===== config.mk =====
export PLATFORM = sky130hd
export DESIGN_NAME = pid_filtered_derivative_flat
export DESIGN_NICKNAME = d
export VERILOG_FILES = /design/src/rtl/pfd_pkg.sv /design/src/rtl/pfd_if.sv /design/src/rtl/pid_filtered_derivative.sv /design/src/rtl/pfd_sequencer.sv /design/src/rtl/pfd_datapath.sv /design/src/flat_wrapper.sv
export VERILOG_INCLUDE_DIRS = /design/src /design/src/rtl
export SDC_FILE = /design/constraint.sdc
export NUM_CORES = 2
export LEC_CHECK = 0
export ABC_AREA = 1
export BUFFER_PORTS_ARGS = -buffer_cell sky130_fd_sc_hd__buf_4
export CAP_MARGIN = 20
export CORE_AREA = 2 2 376 378
export CTS_CLUSTER_SIZE = 28
export DETAILED_ROUTE_END_ITERATION = 16
export DIE_AREA = 0 0 378 380
export PLACE_DENSITY = 0.76
export SLEW_MARGIN = 40
export SYNTH_ARGS = -nofsm -noshare
export SYNTH_HDL_FRONTEND = slang
export SYNTH_SLANG_ARGS = --single-unit

===== constraint.sdc =====
create_clock -name clock -period 10.6 [get_ports clock]
set_input_delay 0 -clock clock [delete_from_list [all_inputs] [get_ports clock]]
set_output_delay 0 -clock clock [all_outputs]
set_load 0.02 [all_outputs]

===== src/rtl/pid_filtered_derivative_macros.svh =====
// Assertion helpers shared by the RTL of the filtered-derivative PID block.
// Both expect signals named clock and reset in the module that uses them.
`ifndef PID_FILTERED_DERIVATIVE_MACROS_SVH
`define PID_FILTERED_DERIVATIVE_MACROS_SVH

// Consequent must hold in the same cycle as the antecedent.
`define PFD_ASSERT_IMP(label, ante, cons) \
   label: assert property (@(posedge clock) disable iff (reset) (ante) |-> (cons)) \
      else $error("pfd: same-cycle check failed");

// Consequent must hold in the cycle after the antecedent.
`define PFD_ASSERT_NEXT(label, ante, cons) \
   label: assert property (@(posedge clock) disable iff (reset) (ante) |=> (cons)) \
      else $error("pfd: next-cycle check failed");

`endif


===== src/rtl/pfd_pkg.sv =====
`timescale 1ns / 1ps
package pfd_pkg;

   // Configuration register indexes.
   localparam logic [2:0] CSR_GAIN_P       = 3'd0;
   localparam logic [2:0] CSR_GAIN_I       = 3'd1;
   localparam logic [2:0] CSR_GAIN_D       = 3'd2;
   localparam logic [2:0] CSR_ERROR_MAX    = 3'd3;
   localparam logic [2:0] CSR_SEP_BAND     = 3'd4;
   localparam logic [2:0] CSR_INTEGRAL_MAX = 3'd5;
   localparam logic [2:0] CSR_OUTPUT_LIMIT = 3'd6;
   localparam logic [2:0] CSR_MODE_FLAGS   = 3'd7;

   localparam logic [14:0] OUTPUT_LIMIT_RST = 15'd30000;
   localparam logic [2:0]  MODE_FLAGS_RST   = 3'd6;

   // Mode flag bit positions.
   localparam int MODE_ERR_CLAMP = 0;
   localparam int MODE_SEPARATE  = 1;
   localparam int MODE_INT_CLAMP = 2;

   // Butterworth low-pass coefficients, Q2.30. The feedback terms are stored negated.
   localparam logic signed [31:0] COEF_B0  = 32'sd72429549;
   localparam logic signed [31:0] COEF_B1  = 32'sd144859098;
   localparam logic signed [31:0] COEF_B2  = 32'sd72429549;
   localparam logic signed [31:0] COEF_NA1 = 32'sd1227265970;
   localparam logic signed [31:0] COEF_NA2 = -32'sd443242341;

   localparam logic signed [31:0] Y_MAX     = 32'sd2147483647;
   localparam logic signed [47:0] INTEG_HI  = 48'sh7FFF_FFFF_FFFF;
   localparam logic signed [47:0] INTEG_LO  = 48'sh8000_0000_0000;

   // Multiplier operand pairs.
   localparam logic [2:0] MUL_B0D  = 3'd0;
   localparam logic [2:0] MUL_B1H0 = 3'd1;
   localparam logic [2:0] MUL_B2H1 = 3'd2;
   localparam logic [2:0] MUL_A1Y0 = 3'd3;
   localparam logic [2:0] MUL_A2Y1 = 3'd4;
   localparam logic [2:0] MUL_KIE  = 3'd5;
   localparam logic [2:0] MUL_KPE  = 3'd6;
   localparam logic [2:0] MUL_KDY  = 3'd7;

   // Accumulator operations.
   localparam logic [2:0] ACC_HOLD   = 3'd0;
   localparam logic [2:0] ACC_LOAD   = 3'd1;
   localparam logic [2:0] ACC_ADD    = 3'd2;
   localparam logic [2:0] ACC_LOAD12 = 3'd3;
   localparam logic [2:0] ACC_ADD12  = 3'd4;
   localparam logic [2:0] ACC_ADDI   = 3'd5;
   localparam logic [2:0] ACC_ADDKD  = 3'd6;

   // Microprogram addresses.
   localparam logic [3:0] ST_PREP   = 4'd0;
   localparam logic [3:0] ST_F0     = 4'd1;
   localparam logic [3:0] ST_F1     = 4'd2;
   localparam logic [3:0] ST_F2     = 4'd3;
   localparam logic [3:0] ST_F3     = 4'd4;
   localparam logic [3:0] ST_F4     = 4'd5;
   localparam logic [3:0] ST_F5     = 4'd6;
   localparam logic [3:0] ST_YUPD   = 4'd7;
   localparam logic [3:0] ST_KP     = 4'd8;
   localparam logic [3:0] ST_SUMI   = 4'd9;
   localparam logic [3:0] ST_SUMD   = 4'd10;
   localparam logic [3:0] ST_OUT    = 4'd11;
   localparam logic [3:0] ST_CLEAR  = 4'd12;

   typedef struct packed {
      logic signed [31:0] gain_p;
      logic signed [31:0] gain_i;
      logic signed [31:0] gain_d;
      logic [15:0]        error_max;
      logic [15:0]        separation_band;
      logic [14:0]        integral_max;
      logic [14:0]        output_limit;
      logic [2:0]         mode_flags;
   } cfg_type;

   typedef struct packed {
      logic       mul_en;
      logic [2:0] mul_sel;
      logic [2:0] acc_op;
      logic       prep;
      logic       y_upd;
      logic       int_add;
      logic       int_clamp;
      logic       clr_int;
      logic       emit;
      logic       last;
      logic       jmp_func;
      logic [3:0] jmp_to;
   } uword_type;

   typedef struct packed {
      logic      load;
      logic      en;
      uword_type uw;
   } ctl_type;

   // Control store. Products land in the product register as their step ends; filter
   // and proportional products are folded into the accumulator the step after.
   function automatic uword_type ucode(input logic [3:0] step);
      uword_type w;
      w = '0;
      case (step)
         ST_PREP: begin
            w.prep     = 1'b1;
            w.jmp_func = 1'b1;
            w.jmp_to   = ST_CLEAR;
         end
         ST_F0: begin
            w.mul_en = 1'b1; w.mul_sel = MUL_B0D;
         end
         ST_F1: begin
            w.mul_en = 1'b1; w.mul_sel = MUL_B1H0; w.acc_op = ACC_LOAD12;
         end
         ST_F2: begin
            w.mul_en = 1'b1; w.mul_sel = MUL_B2H1; w.acc_op = ACC_ADD12;
         end
         ST_F3: begin
            w.mul_en = 1'b1; w.mul_sel = MUL_A1Y0; w.acc_op = ACC_ADD12;
         end
         ST_F4: begin
            w.mul_en = 1'b1; w.mul_sel = MUL_A2Y1; w.acc_op = ACC_ADD;
         end
         ST_F5: begin
            w.mul_en = 1'b1; w.mul_sel = MUL_KIE; w.acc_op = ACC_ADD;
         end
         ST_YUPD: begin
            w.mul_en = 1'b1; w.mul_sel = MUL_KPE;
            w.y_upd  = 1'b1; w.int_add = 1'b1;
         end
         ST_KP: begin
            w.mul_en    = 1'b1; w.mul_sel = MUL_KDY; w.acc_op = ACC_LOAD;
            w.int_clamp = 1'b1;
         end
         ST_SUMI: begin
            w.acc_op = ACC_ADDI;
         end
         ST_SUMD: begin
            w.acc_op = ACC_ADDKD;
         end
         ST_OUT: begin
            w.emit = 1'b1; w.last = 1'b1;
         end
         ST_CLEAR: begin
            w.clr_int = 1'b1; w.emit = 1'b1; w.last = 1'b1;
         end
         default: begin
            w.last = 1'b1;
         end
      endcase
      return w;
   endfunction

endpackage


===== src/rtl/pfd_if.sv =====
`timescale 1ns / 1ps
interface pfd_req_if;
   logic               valid;
   logic               ready;
   logic               func;
   logic signed [15:0] target;
   logic signed [15:0] measure;

   modport source (output valid, output func, output target, output measure, input ready);
   modport sink   (input valid, input func, input target, input measure, output ready);
endinterface

interface pfd_rsp_if;
   logic               valid;
   logic               ready;
   logic signed [15:0] drive;

   modport source (output valid, output drive, input ready);
   modport sink   (input valid, input drive, output ready);
endinterface


===== src/rtl/pid_filtered_derivative.sv =====
`timescale 1ns / 1ps
// Positional PID controller with a second-order low-pass on the derivative.
// req_ch carries one beat per sample: func 0 runs a control step on target
// and measure, func 1 zeroes the integrator and repeats the last drive.
// rsp_ch returns exactly one drive beat for each request beat, in order.
// Configuration is written via csr_we / csr_index / csr_wdata, one register
// per cycle, by the user only while no request is in flight; not enforced.
// A control step is an accept cycle followed by twelve microcode steps, run
// in turn because every filter tap and gain product goes through the single
// shared 32x32 multiplier. The final step loads the drive into the output
// register. A clear beat runs the prep step and then jumps to the clear step.
// The next request is accepted as soon as the microprogram finishes, even if
// the previous drive is still waiting in the output register; only the final
// step waits when that register is full and its beat is not being taken.
// Synchronous reset returns all gains to zero, the output limit to 30000,
// the mode flags to error clamp off, separation and integral clamp on,
// and clears the integrator, filter history, previous error and last drive.
module pid_filtered_derivative
   import pfd_pkg::*;
(
   input  logic        clock,
   input  logic        reset,
   pfd_req_if.sink     req_ch,
   pfd_rsp_if.source   rsp_ch,
   input  logic        csr_we,
   input  logic [2:0]  csr_index,
   input  logic [31:0] csr_wdata
);

   cfg_type            cfg_ff, cfg_in;
   logic               rsp_valid_ff, rsp_valid_in;
   logic signed [15:0] rsp_drive_ff, rsp_drive_in;
   logic               idle, start, out_free;
   ctl_type            ctl;
   logic signed [15:0] drive_nxt;

   // Register bank.
   always_comb begin
      cfg_in = cfg_ff;
      if (csr_we) begin
         case (csr_index)
            CSR_GAIN_P:       cfg_in.gain_p          = signed'(csr_wdata);
            CSR_GAIN_I:       cfg_in.gain_i          = signed'(csr_wdata);
            CSR_GAIN_D:       cfg_in.gain_d          = signed'(csr_wdata);
            CSR_ERROR_MAX:    cfg_in.error_max       = csr_wdata[15:0];
            CSR_SEP_BAND:     cfg_in.separation_band = csr_wdata[15:0];
            CSR_INTEGRAL_MAX: cfg_in.integral_max    = csr_wdata[14:0];
            CSR_OUTPUT_LIMIT: cfg_in.output_limit    = csr_wdata[14:0];
            CSR_MODE_FLAGS:   cfg_in.mode_flags      = csr_wdata[2:0];
            default:          cfg_in                 = cfg_ff;
         endcase
      end
   end

   always_ff @(posedge clock) begin
      if (reset) begin
         cfg_ff <= '{gain_p: '0, gain_i: '0, gain_d: '0, error_max: '0,
                     separation_band: '0, integral_max: '0,
                     output_limit: OUTPUT_LIMIT_RST, mode_flags: MODE_FLAGS_RST};
      end else begin
         cfg_ff <= cfg_in;
      end
   end

   // Request side: a beat is taken whenever the sequencer is idle.
   assign req_ch.ready = idle;
   assign start        = req_ch.valid && idle;

   // The output register frees up in the same cycle its beat is taken.
   assign out_free = !rsp_valid_ff || rsp_ch.ready;

   pfd_sequencer u_seq (
      .clock    (clock),
      .reset    (reset),
      .start    (start),
      .func     (req_ch.func),
      .out_free (out_free),
      .idle     (idle),
      .ctl      (ctl)
   );

   pfd_datapath u_dp (
      .clock     (clock),
      .reset     (reset),
      .ctl       (ctl),
      .cfg       (cfg_ff),
      .target    (req_ch.target),
      .measure   (req_ch.measure),
      .drive_nxt (drive_nxt)
   );

   // Output register, loaded by the emitting microcode step.
   always_comb begin
      rsp_valid_in = rsp_valid_ff;
      rsp_drive_in = rsp_drive_ff;
      if (ctl.en && ctl.uw.emit) begin
         rsp_valid_in = 1'b1;
         rsp_drive_in = drive_nxt;
      end else if (rsp_ch.ready) begin
         rsp_valid_in = 1'b0;
      end
   end

   always_ff @(posedge clock) begin
      if (reset) begin
         rsp_valid_ff <= 1'b0;
      end else begin
         rsp_valid_ff <= rsp_valid_in;
      end
   end

   always_ff @(posedge clock) begin
      rsp_drive_ff <= rsp_drive_in;
   end

   assign rsp_ch.valid = rsp_valid_ff;
   assign rsp_ch.drive = rsp_drive_ff;

endmodule


===== src/rtl/pfd_sequencer.sv =====
`timescale 1ns / 1ps
`include "pid_filtered_derivative_macros.svh"
module pfd_sequencer
   import pfd_pkg::*;
(
   input  logic    clock,
   input  logic    reset,
   input  logic    start,
   input  logic    func,
   input  logic    out_free,
   output logic    idle,
   output ctl_type ctl
);

   logic       busy_ff, busy_in;
   logic [3:0] step_ff, step_in;
   logic       func_ff, func_in;
   uword_type  uw, uw_run;
   logic       en;

   assign uw   = ucode(step_ff);
   // An emitting step waits until the output register can take the beat.
   assign en   = busy_ff && !(uw.emit && !out_free);
   assign idle = !busy_ff;

   // A clear beat only takes the jump; the error registers keep their values.
   always_comb begin
      uw_run      = uw;
      uw_run.prep = uw.prep && !func_ff;
   end

   always_comb begin
      busy_in = busy_ff;
      step_in = step_ff;
      func_in = func_ff;
      if (start) begin
         busy_in = 1'b1;
         step_in = ST_PREP;
         func_in = func;
      end else if (en) begin
         if (uw.last) begin
            busy_in = 1'b0;
         end
         if (uw.jmp_func && func_ff) begin
            step_in = uw.jmp_to;
         end else begin
            step_in = step_ff + 4'd1;
         end
      end
   end

   always_ff @(posedge clock) begin
      if (reset) begin
         busy_ff <= 1'b0;
         step_ff <= ST_PREP;
         func_ff <= 1'b0;
      end else begin
         busy_ff <= busy_in;
         step_ff <= step_in;
         func_ff <= func_in;
      end
   end

   assign ctl.load = start;
   assign ctl.en   = en;
   assign ctl.uw   = uw_run;

   `PFD_ASSERT_NEXT(a_start_prep, start, busy_ff && step_ff == ST_PREP)
   `PFD_ASSERT_NEXT(a_stall_holds, busy_ff && uw.emit && !out_free, busy_ff && $stable(step_ff))
   `PFD_ASSERT_NEXT(a_last_idles, en && uw.last, !busy_ff)

endmodule


===== src/rtl/pfd_datapath.sv =====
`timescale 1ns / 1ps
`include "pid_filtered_derivative_macros.svh"
module pfd_datapath
   import pfd_pkg::*;
(
   input  logic               clock,
   input  logic               reset,
   input  ctl_type            ctl,
   input  cfg_type            cfg,
   input  logic signed [15:0] target,
   input  logic signed [15:0] measure,
   output logic signed [15:0] drive_nxt
);

   logic signed [15:0] tgt_ff, tgt_in, meas_ff, meas_in;
   logic signed [16:0] err_ff, err_in, prev_err_ff, prev_err_in;
   logic signed [17:0] deriv_ff, deriv_in;
   logic signed [17:0] fin0_ff, fin0_in, fin1_ff, fin1_in;
   logic signed [31:0] fout0_ff, fout0_in, fout1_ff, fout1_in;
   logic signed [63:0] prod_ff, prod_in, acc_ff, acc_in;
   logic signed [47:0] integ_ff, integ_in;
   logic signed [15:0] last_drive_ff, last_drive_in;

   logic signed [16:0] err_raw, err_cl;
   logic signed [17:0] emax;
   logic [16:0]        err_abs;
   logic               in_band;
   logic signed [31:0] mul_a, mul_b;
   logic signed [63:0] prod_full;
   logic signed [63:0] yq, dq, kd;
   logic signed [31:0] y_new;
   logic signed [49:0] isum;
   logic signed [47:0] isat, icl;
   logic signed [31:0] imax;
   logic signed [15:0] lim, dcl;

   uword_type uw;
   assign uw = ctl.uw;

   // Error, raw derivative and the optional error clamp.
   assign err_raw = 17'(tgt_ff) - 17'(meas_ff);
   assign emax    = signed'({2'b00, cfg.error_max});
   always_comb begin
      err_cl = err_raw;
      if (cfg.mode_flags[MODE_ERR_CLAMP]) begin
         if (18'(err_raw) > emax) begin
            err_cl = emax[16:0];
         end else if (18'(err_raw) < -emax) begin
            err_cl = 17'(-emax);
         end
      end
   end

   assign err_abs = err_ff[16] ? 17'(-err_ff) : err_ff;
   assign in_band = !cfg.mode_flags[MODE_SEPARATE] || ({1'b0, cfg.separation_band} >= err_abs);

   // Shared multiplier.
   always_comb begin
      case (uw.mul_sel)
         MUL_B0D:  begin mul_a = COEF_B0;    mul_b = 32'(deriv_ff); end
         MUL_B1H0: begin mul_a = COEF_B1;    mul_b = 32'(fin0_ff);  end
         MUL_B2H1: begin mul_a = COEF_B2;    mul_b = 32'(fin1_ff);  end
         MUL_A1Y0: begin mul_a = COEF_NA1;   mul_b = fout0_ff;      end
         MUL_A2Y1: begin mul_a = COEF_NA2;   mul_b = fout1_ff;      end
         MUL_KIE:  begin mul_a = cfg.gain_i; mul_b = 32'(err_ff);   end
         MUL_KPE:  begin mul_a = cfg.gain_p; mul_b = 32'(err_ff);   end
         MUL_KDY:  begin mul_a = cfg.gain_d; mul_b = fout0_ff;      end
         default:  begin mul_a = '0;         mul_b = '0;            end
      endcase
   end
   assign prod_full = mul_a * mul_b;

   // Filter output: round half up from Q42 to Q12, saturate.
   assign yq = (acc_ff + (64'sd1 <<< 29)) >>> 30;
   always_comb begin
      if (yq > 64'(Y_MAX)) begin
         y_new = Y_MAX;
      end else if (yq < -64'(Y_MAX)) begin
         y_new = -Y_MAX;
      end else begin
         y_new = yq[31:0];
      end
   end

   // Integrator accumulate with saturation, then the optional band clamp.
   assign isum = 50'(integ_ff) + 50'(signed'(prod_ff[48:0]));
   always_comb begin
      if (isum > 50'(INTEG_HI)) begin
         isat = INTEG_HI;
      end else if (isum < 50'(INTEG_LO)) begin
         isat = INTEG_LO;
      end else begin
         isat = isum[47:0];
      end
   end

   assign imax = signed'({1'b0, cfg.integral_max, 16'd0});
   always_comb begin
      icl = integ_ff;
      if (cfg.mode_flags[MODE_INT_CLAMP]) begin
         if (integ_ff > 48'(imax)) begin
            icl = 48'(imax);
         end else if (integ_ff < -48'(imax)) begin
            icl = -48'(imax);
         end
      end
   end

   assign kd = (prod_ff + 64'sd2048) >>> 12;

   // Output: round half up from Q16 and clamp to the limit.
   assign dq  = (acc_ff + 64'sd32768) >>> 16;
   assign lim = signed'({1'b0, cfg.output_limit});
   always_comb begin
      if (dq > 64'(lim)) begin
         dcl = lim;
      end else if (dq < -64'(lim)) begin
         dcl = -lim;
      end else begin
         dcl = dq[15:0];
      end
   end
   assign drive_nxt = uw.clr_int ? last_drive_ff : dcl;

   always_comb begin
      tgt_in        = tgt_ff;
      meas_in       = meas_ff;
      err_in        = err_ff;
      prev_err_in   = prev_err_ff;
      deriv_in      = deriv_ff;
      fin0_in       = fin0_ff;
      fin1_in       = fin1_ff;
      fout0_in      = fout0_ff;
      fout1_in      = fout1_ff;
      prod_in       = prod_ff;
      acc_in        = acc_ff;
      integ_in      = integ_ff;
      last_drive_in = last_drive_ff;
      if (ctl.load) begin
         tgt_in  = target;
         meas_in = measure;
      end
      if (ctl.en) begin
         if (uw.prep) begin
            err_in      = err_cl;
            deriv_in    = 18'(err_raw) - 18'(prev_err_ff);
            prev_err_in = err_cl;
         end
         if (uw.mul_en) begin
            prod_in = prod_full;
         end
         case (uw.acc_op)
            ACC_LOAD:   acc_in = prod_ff;
            ACC_ADD:    acc_in = acc_ff + prod_ff;
            ACC_LOAD12: acc_in = prod_ff <<< 12;
            ACC_ADD12:  acc_in = acc_ff + (prod_ff <<< 12);
            ACC_ADDI:   acc_in = acc_ff + 64'(integ_ff);
            ACC_ADDKD:  acc_in = acc_ff + kd;
            default:    acc_in = acc_ff;
         endcase
         if (uw.y_upd) begin
            fin1_in  = fin0_ff;
            fin0_in  = deriv_ff;
            fout1_in = fout0_ff;
            fout0_in = y_new;
         end
         if (uw.int_add && in_band) begin
            integ_in = isat;
         end
         if (uw.int_clamp) begin
            integ_in = icl;
         end
         if (uw.clr_int) begin
            integ_in = '0;
         end
         if (uw.emit && !uw.clr_int) begin
            last_drive_in = dcl;
         end
      end
   end

   always_ff @(posedge clock) begin
      tgt_ff  <= tgt_in;
      meas_ff <= meas_in;
      err_ff  <= err_in;
      deriv_ff <= deriv_in;
      prod_ff <= prod_in;
      acc_ff  <= acc_in;
   end

   always_ff @(posedge clock) begin
      if (reset) begin
         prev_err_ff   <= '0;
         fin0_ff       <= '0;
         fin1_ff       <= '0;
         fout0_ff      <= '0;
         fout1_ff      <= '0;
         integ_ff      <= '0;
         last_drive_ff <= '0;
      end else begin
         prev_err_ff   <= prev_err_in;
         fin0_ff       <= fin0_in;
         fin1_ff       <= fin1_in;
         fout0_ff      <= fout0_in;
         fout1_ff      <= fout1_in;
         integ_ff      <= integ_in;
         last_drive_ff <= last_drive_in;
      end
   end

   `PFD_ASSERT_NEXT(a_int_bound, ctl.en && uw.int_clamp && cfg.mode_flags[MODE_INT_CLAMP], (integ_ff <= 48'(imax)) && (integ_ff >= -48'(imax)))

endmodule

===== src/flat_wrapper.sv =====
// flat-port wrapper written by rule: the top's interface ports become plain ports
module pid_filtered_derivative_flat import pfd_pkg::*;
  (clock, reset, csr_we, csr_index, csr_wdata, req_ch_valid, req_ch_func, req_ch_target, req_ch_measure, req_ch_ready, rsp_ch_valid, rsp_ch_drive, rsp_ch_ready);
  pfd_req_if req_ch_i ();
  pfd_rsp_if rsp_ch_i ();
  input  logic clock;
  input  logic reset;
  input  logic csr_we;
  input  logic [2:0] csr_index;
  input  logic [31:0] csr_wdata;
  input wire logic [$bits(req_ch_i.valid)-1:0] req_ch_valid;
  input wire logic [$bits(req_ch_i.func)-1:0] req_ch_func;
  input wire logic [$bits(req_ch_i.target)-1:0] req_ch_target;
  input wire logic [$bits(req_ch_i.measure)-1:0] req_ch_measure;
  output wire logic [$bits(req_ch_i.ready)-1:0] req_ch_ready;
  output wire logic [$bits(rsp_ch_i.valid)-1:0] rsp_ch_valid;
  output wire logic [$bits(rsp_ch_i.drive)-1:0] rsp_ch_drive;
  input wire logic [$bits(rsp_ch_i.ready)-1:0] rsp_ch_ready;
  assign req_ch_i.valid = req_ch_valid;
  assign req_ch_i.func = req_ch_func;
  assign req_ch_i.target = req_ch_target;
  assign req_ch_i.measure = req_ch_measure;
  assign req_ch_ready = req_ch_i.ready;
  assign rsp_ch_valid = rsp_ch_i.valid;
  assign rsp_ch_drive = rsp_ch_i.drive;
  assign rsp_ch_i.ready = rsp_ch_ready;
  pid_filtered_derivative u_core (.clock(clock), .reset(reset), .req_ch(req_ch_i), .rsp_ch(rsp_ch_i), .csr_we(csr_we), .csr_index(csr_index), .csr_wdata(csr_wdata));
endmodule

==> metrics <==
Fin. Hold Viols 0; ys async rst share 0; largest net degree at the start of global routing 134; Req. time, crit path 11.03 ns; prevailing post-synth register cell dfxtp_1; Max clock buf depth 3; via-per-instance ratio 6.18; via total after detailed routing 84000; Filler cells 12100; Worst-Margin Slew approximately 1 ns; commonest cells in the netlist nand2_1 (2429), inv_1 (2223), nor2_1 (1504); Post-Syn Instances 11500; remaining global-route overflow 0; drt drc 0; GP Congestion 1.14; layout cells sized above 1 0.0556; vias in the first global route roughly 84000; Ports a little over 90; crit path kind reg2reg; GRT met3 Usage 0.163; final wirelength 359000 µm; Multi-input gate area 0.0601 mm²; die area between 0.1 and 0.15 mm²; post-synth top area cell fa_1; FF+latch area 0.0133 mm²; CTS tree yes; initial core utilization 0.598; CP startpoint kind flip-flop; Area Growth Syn to Fin 8.55%; Non-Filler Instances 13600; Routed wire per std cell 26.4 µm; most used cell, CP fa_1; Max FO, Critical Path 21; Hold Crit Class in2reg; Syn Area/Cell 7.23 µm²; Place WS -0.135 ns; clk slew on worst S/H paths 0.07 ns; Clock Root Buffer clkbuf_16; first-pass GRT wire length 527000 µm; register area share after synthesis 0.160; outcome finished, final reports clean; Die W 378 µm; post-DP HPWL 285000 µm; Antenna Nets Post-Route 0; Synth Register Bits 560; Worst-Skew Late Latency 0.70 ns; DRT iter0 DRCs 11600; area share of the largest cell type after synthesis 0.261; nets around 13000; port bufs 90; DP Cell Count about 13000; Crit. End Element flip-flop; Cell Rows 137; post-synth design cell area approximately 0.083 mm²; Clock Skew 0.0370 ns; RSZ-0062 raised after global routing no; die height 380 µm; Synth area leaders fa_1 (26%), nand2_1 (11%), inv_1 (10%); Crit path largest cell delay 0.66 ns; initial antenna violation count 13; met2 Use GR 0.735; TritonCTS buffer count a little under 70; CTS sink count 560; Post-synth EDFFs 211; reported max-cap violation count 0; GRT Util Overall 0.496; met1 Use GR 0.596; setup ws final roughly 0.42 ns; CP arrival approximately 11 ns; top-count cell post-synth nand2_1; yosys warns 0; final worst-path cycle share 0.960; Core Footprint 0.139 mm²; net count after synthesis 13200; post-synth cell types 65; Final Max Tran Viols 0; CTS H-tree depth 3; FMAX 98.2 MHz; Slew HR 0.341; First-pass DRT Iterations 9; final setup vio count 0; crit path time final 10.18 ns; Worst path slowest cell clkinv_1; GR peak layer met2
per-layer routing:
| metal | up-vias | routed length [µm] |
|---|---|---|
| li1 | 36300 | - |
| met1 | 39600 | 124000 |
| met2 | 6369 | 150000 |
| met3 | 1772 | 49500 |
| met4 | 14 | 34800 |
| met5 | - | 108 |
registers in the layout, indices dropped and copies added (netlist names), 16 cells and up:
| signal | flops |
|---|---|
| u_core.u_dp.prod_ff | 64 |
| u_core.u_dp.fin1_ff | 18 |
| u_core.cfg_ff | 161 |
| u_core.rsp_ch.drive | 16 |
| u_core.u_dp.integ_ff | 48 |
| u_core.u_dp.err_ff | 17 |
| u_core.u_dp.fout1_ff | 32 |
| u_core.u_dp.last_drive_ff | 16 |
| u_core.u_dp.acc_ff | 64 |
| u_core.u_dp.fin0_ff | 18 |
| u_core.u_dp.deriv_ff | 18 |
| u_core.u_dp.prev_err_ff | 17 |
| u_core.u_dp.tgt_ff | 16 |
| u_core.u_dp.meas_ff | 16 |
| u_core.u_dp.fout0_ff | 32 |
what timing repair did:
| action | 4_1_cts | 5_1_grt |
|---|---|---|
| endpoints found under the setup margin | 2 | 30 |
| gates resized for setup | 2 | 69 |
| hold endpoints to repair | 229 | 0 |
| hold buffers | 85 | 0 |
| setup buffers | 0 | 30 |
| pin swaps | 0 | 5 |
final cells by class:
type                            instances  share of cell area
Antenna cell                           12            0.000332
Sequential cell                       560               0.147
Tap cell                             1876              0.0260
Timing Repair Buffer                  420              0.0391
Multi-Input combinational cell       8326               0.665
Clock buffer                           83              0.0203
Inverter                             2281              0.0956
Clock inverter                         42             0.00638
final timing paths:
path,slack (ns),startpoint,depth (start not counted),end
max,0.42,u_core.u_seq.step_ff[0]$_SDFFE_PP0P_,37,u_core.u_dp.prod_ff[53]$_DFFE_PP_
max reg2reg,0.42,u_core.u_seq.step_ff[0]$_SDFFE_PP0P_,37,u_core.u_dp.prod_ff[53]$_DFFE_PP_
min reg2reg,0.46,u_core.cfg_ff[74]$_SDFFE_PP0P_,2,u_core.cfg_ff[74]$_SDFFE_PP0P_
min,0.02,req_ch_target[0],2,u_core.u_dp.tgt_ff[0]$_DFFE_PP_
per-stage QoR:
| stage | hold slack, ns | TNS, ns | utilization | cell area, µm² |
|---|---|---|---|---|
| floorplan | 0.0989 | 0 | - | 83200 |
| global placement | 0.178 | 0 | 0.621 | 86400 |
| detailed placement | 0.179 | -0.201 | 0.622 | 86600 |
| CTS | 0.000400 | 0 | 0.645 | 89800 |
| global route | 0.0182 | 0 | 0.649 | 90300 |
| finish | 0.0174 | 0 | 0.649 | 90400 |
cell families (layout without fill, tap and decap cells):
| kind of cell | after synthesis | count (layout) | share of synthesized area |
|---|---|---|---|
| AND/OR/NAND/NOR | 4740 | 4740 | 0.232 |
| buffers and inverters | 2636 | 2826 | 0.121 |
| AO/OA/AOI/OAI | 1699 | 1699 | 0.115 |
| adder cells (fa/ha/maj) | 1651 | 1651 | 0.346 |
| flip-flops | 560 | 560 | 0.160 |
| XOR/XNOR | 236 | 236 | 0.0248 |
| other | 0 | 12 | 0 |
worst max-delay path: cells and delay by family, from the launching register on:
| family | cells | cell delay [ns] |
|---|---|---|
| simple gates | 10 | 1.71 |
| buf+inv | 11 | 1.73 |
| xor+xnor | 1 | 0.17 |
| flops | 1 | 0.37 |
| compound gates | 5 | 1.17 |
| fa+ha+maj | 10 | 4.76 |
cell usage in the layout (no fill, tap or decap), types with 96 or more instances in the layout:
| cell type | count |
|---|---|
| nor2_1 | 1488 |
| inv_1 | 2206 |
| o21ai_0 | 595 |
| nor3_1 | 96 |
| nand2_1 | 2422 |
| a21oi_1 | 676 |
| xor2_1 | 153 |
| dfxtp_1 | 349 |
| edfxtp_1 | 211 |
| buf_4 | 314 |
| fa_1 | 1084 |
| ha_1 | 563 |
| nand4_1 | 147 |
| nand3_1 | 394 |
Power is not shown: default switching activity piles up to over one toggle a cycle in this logic, so the estimate is an artifact.
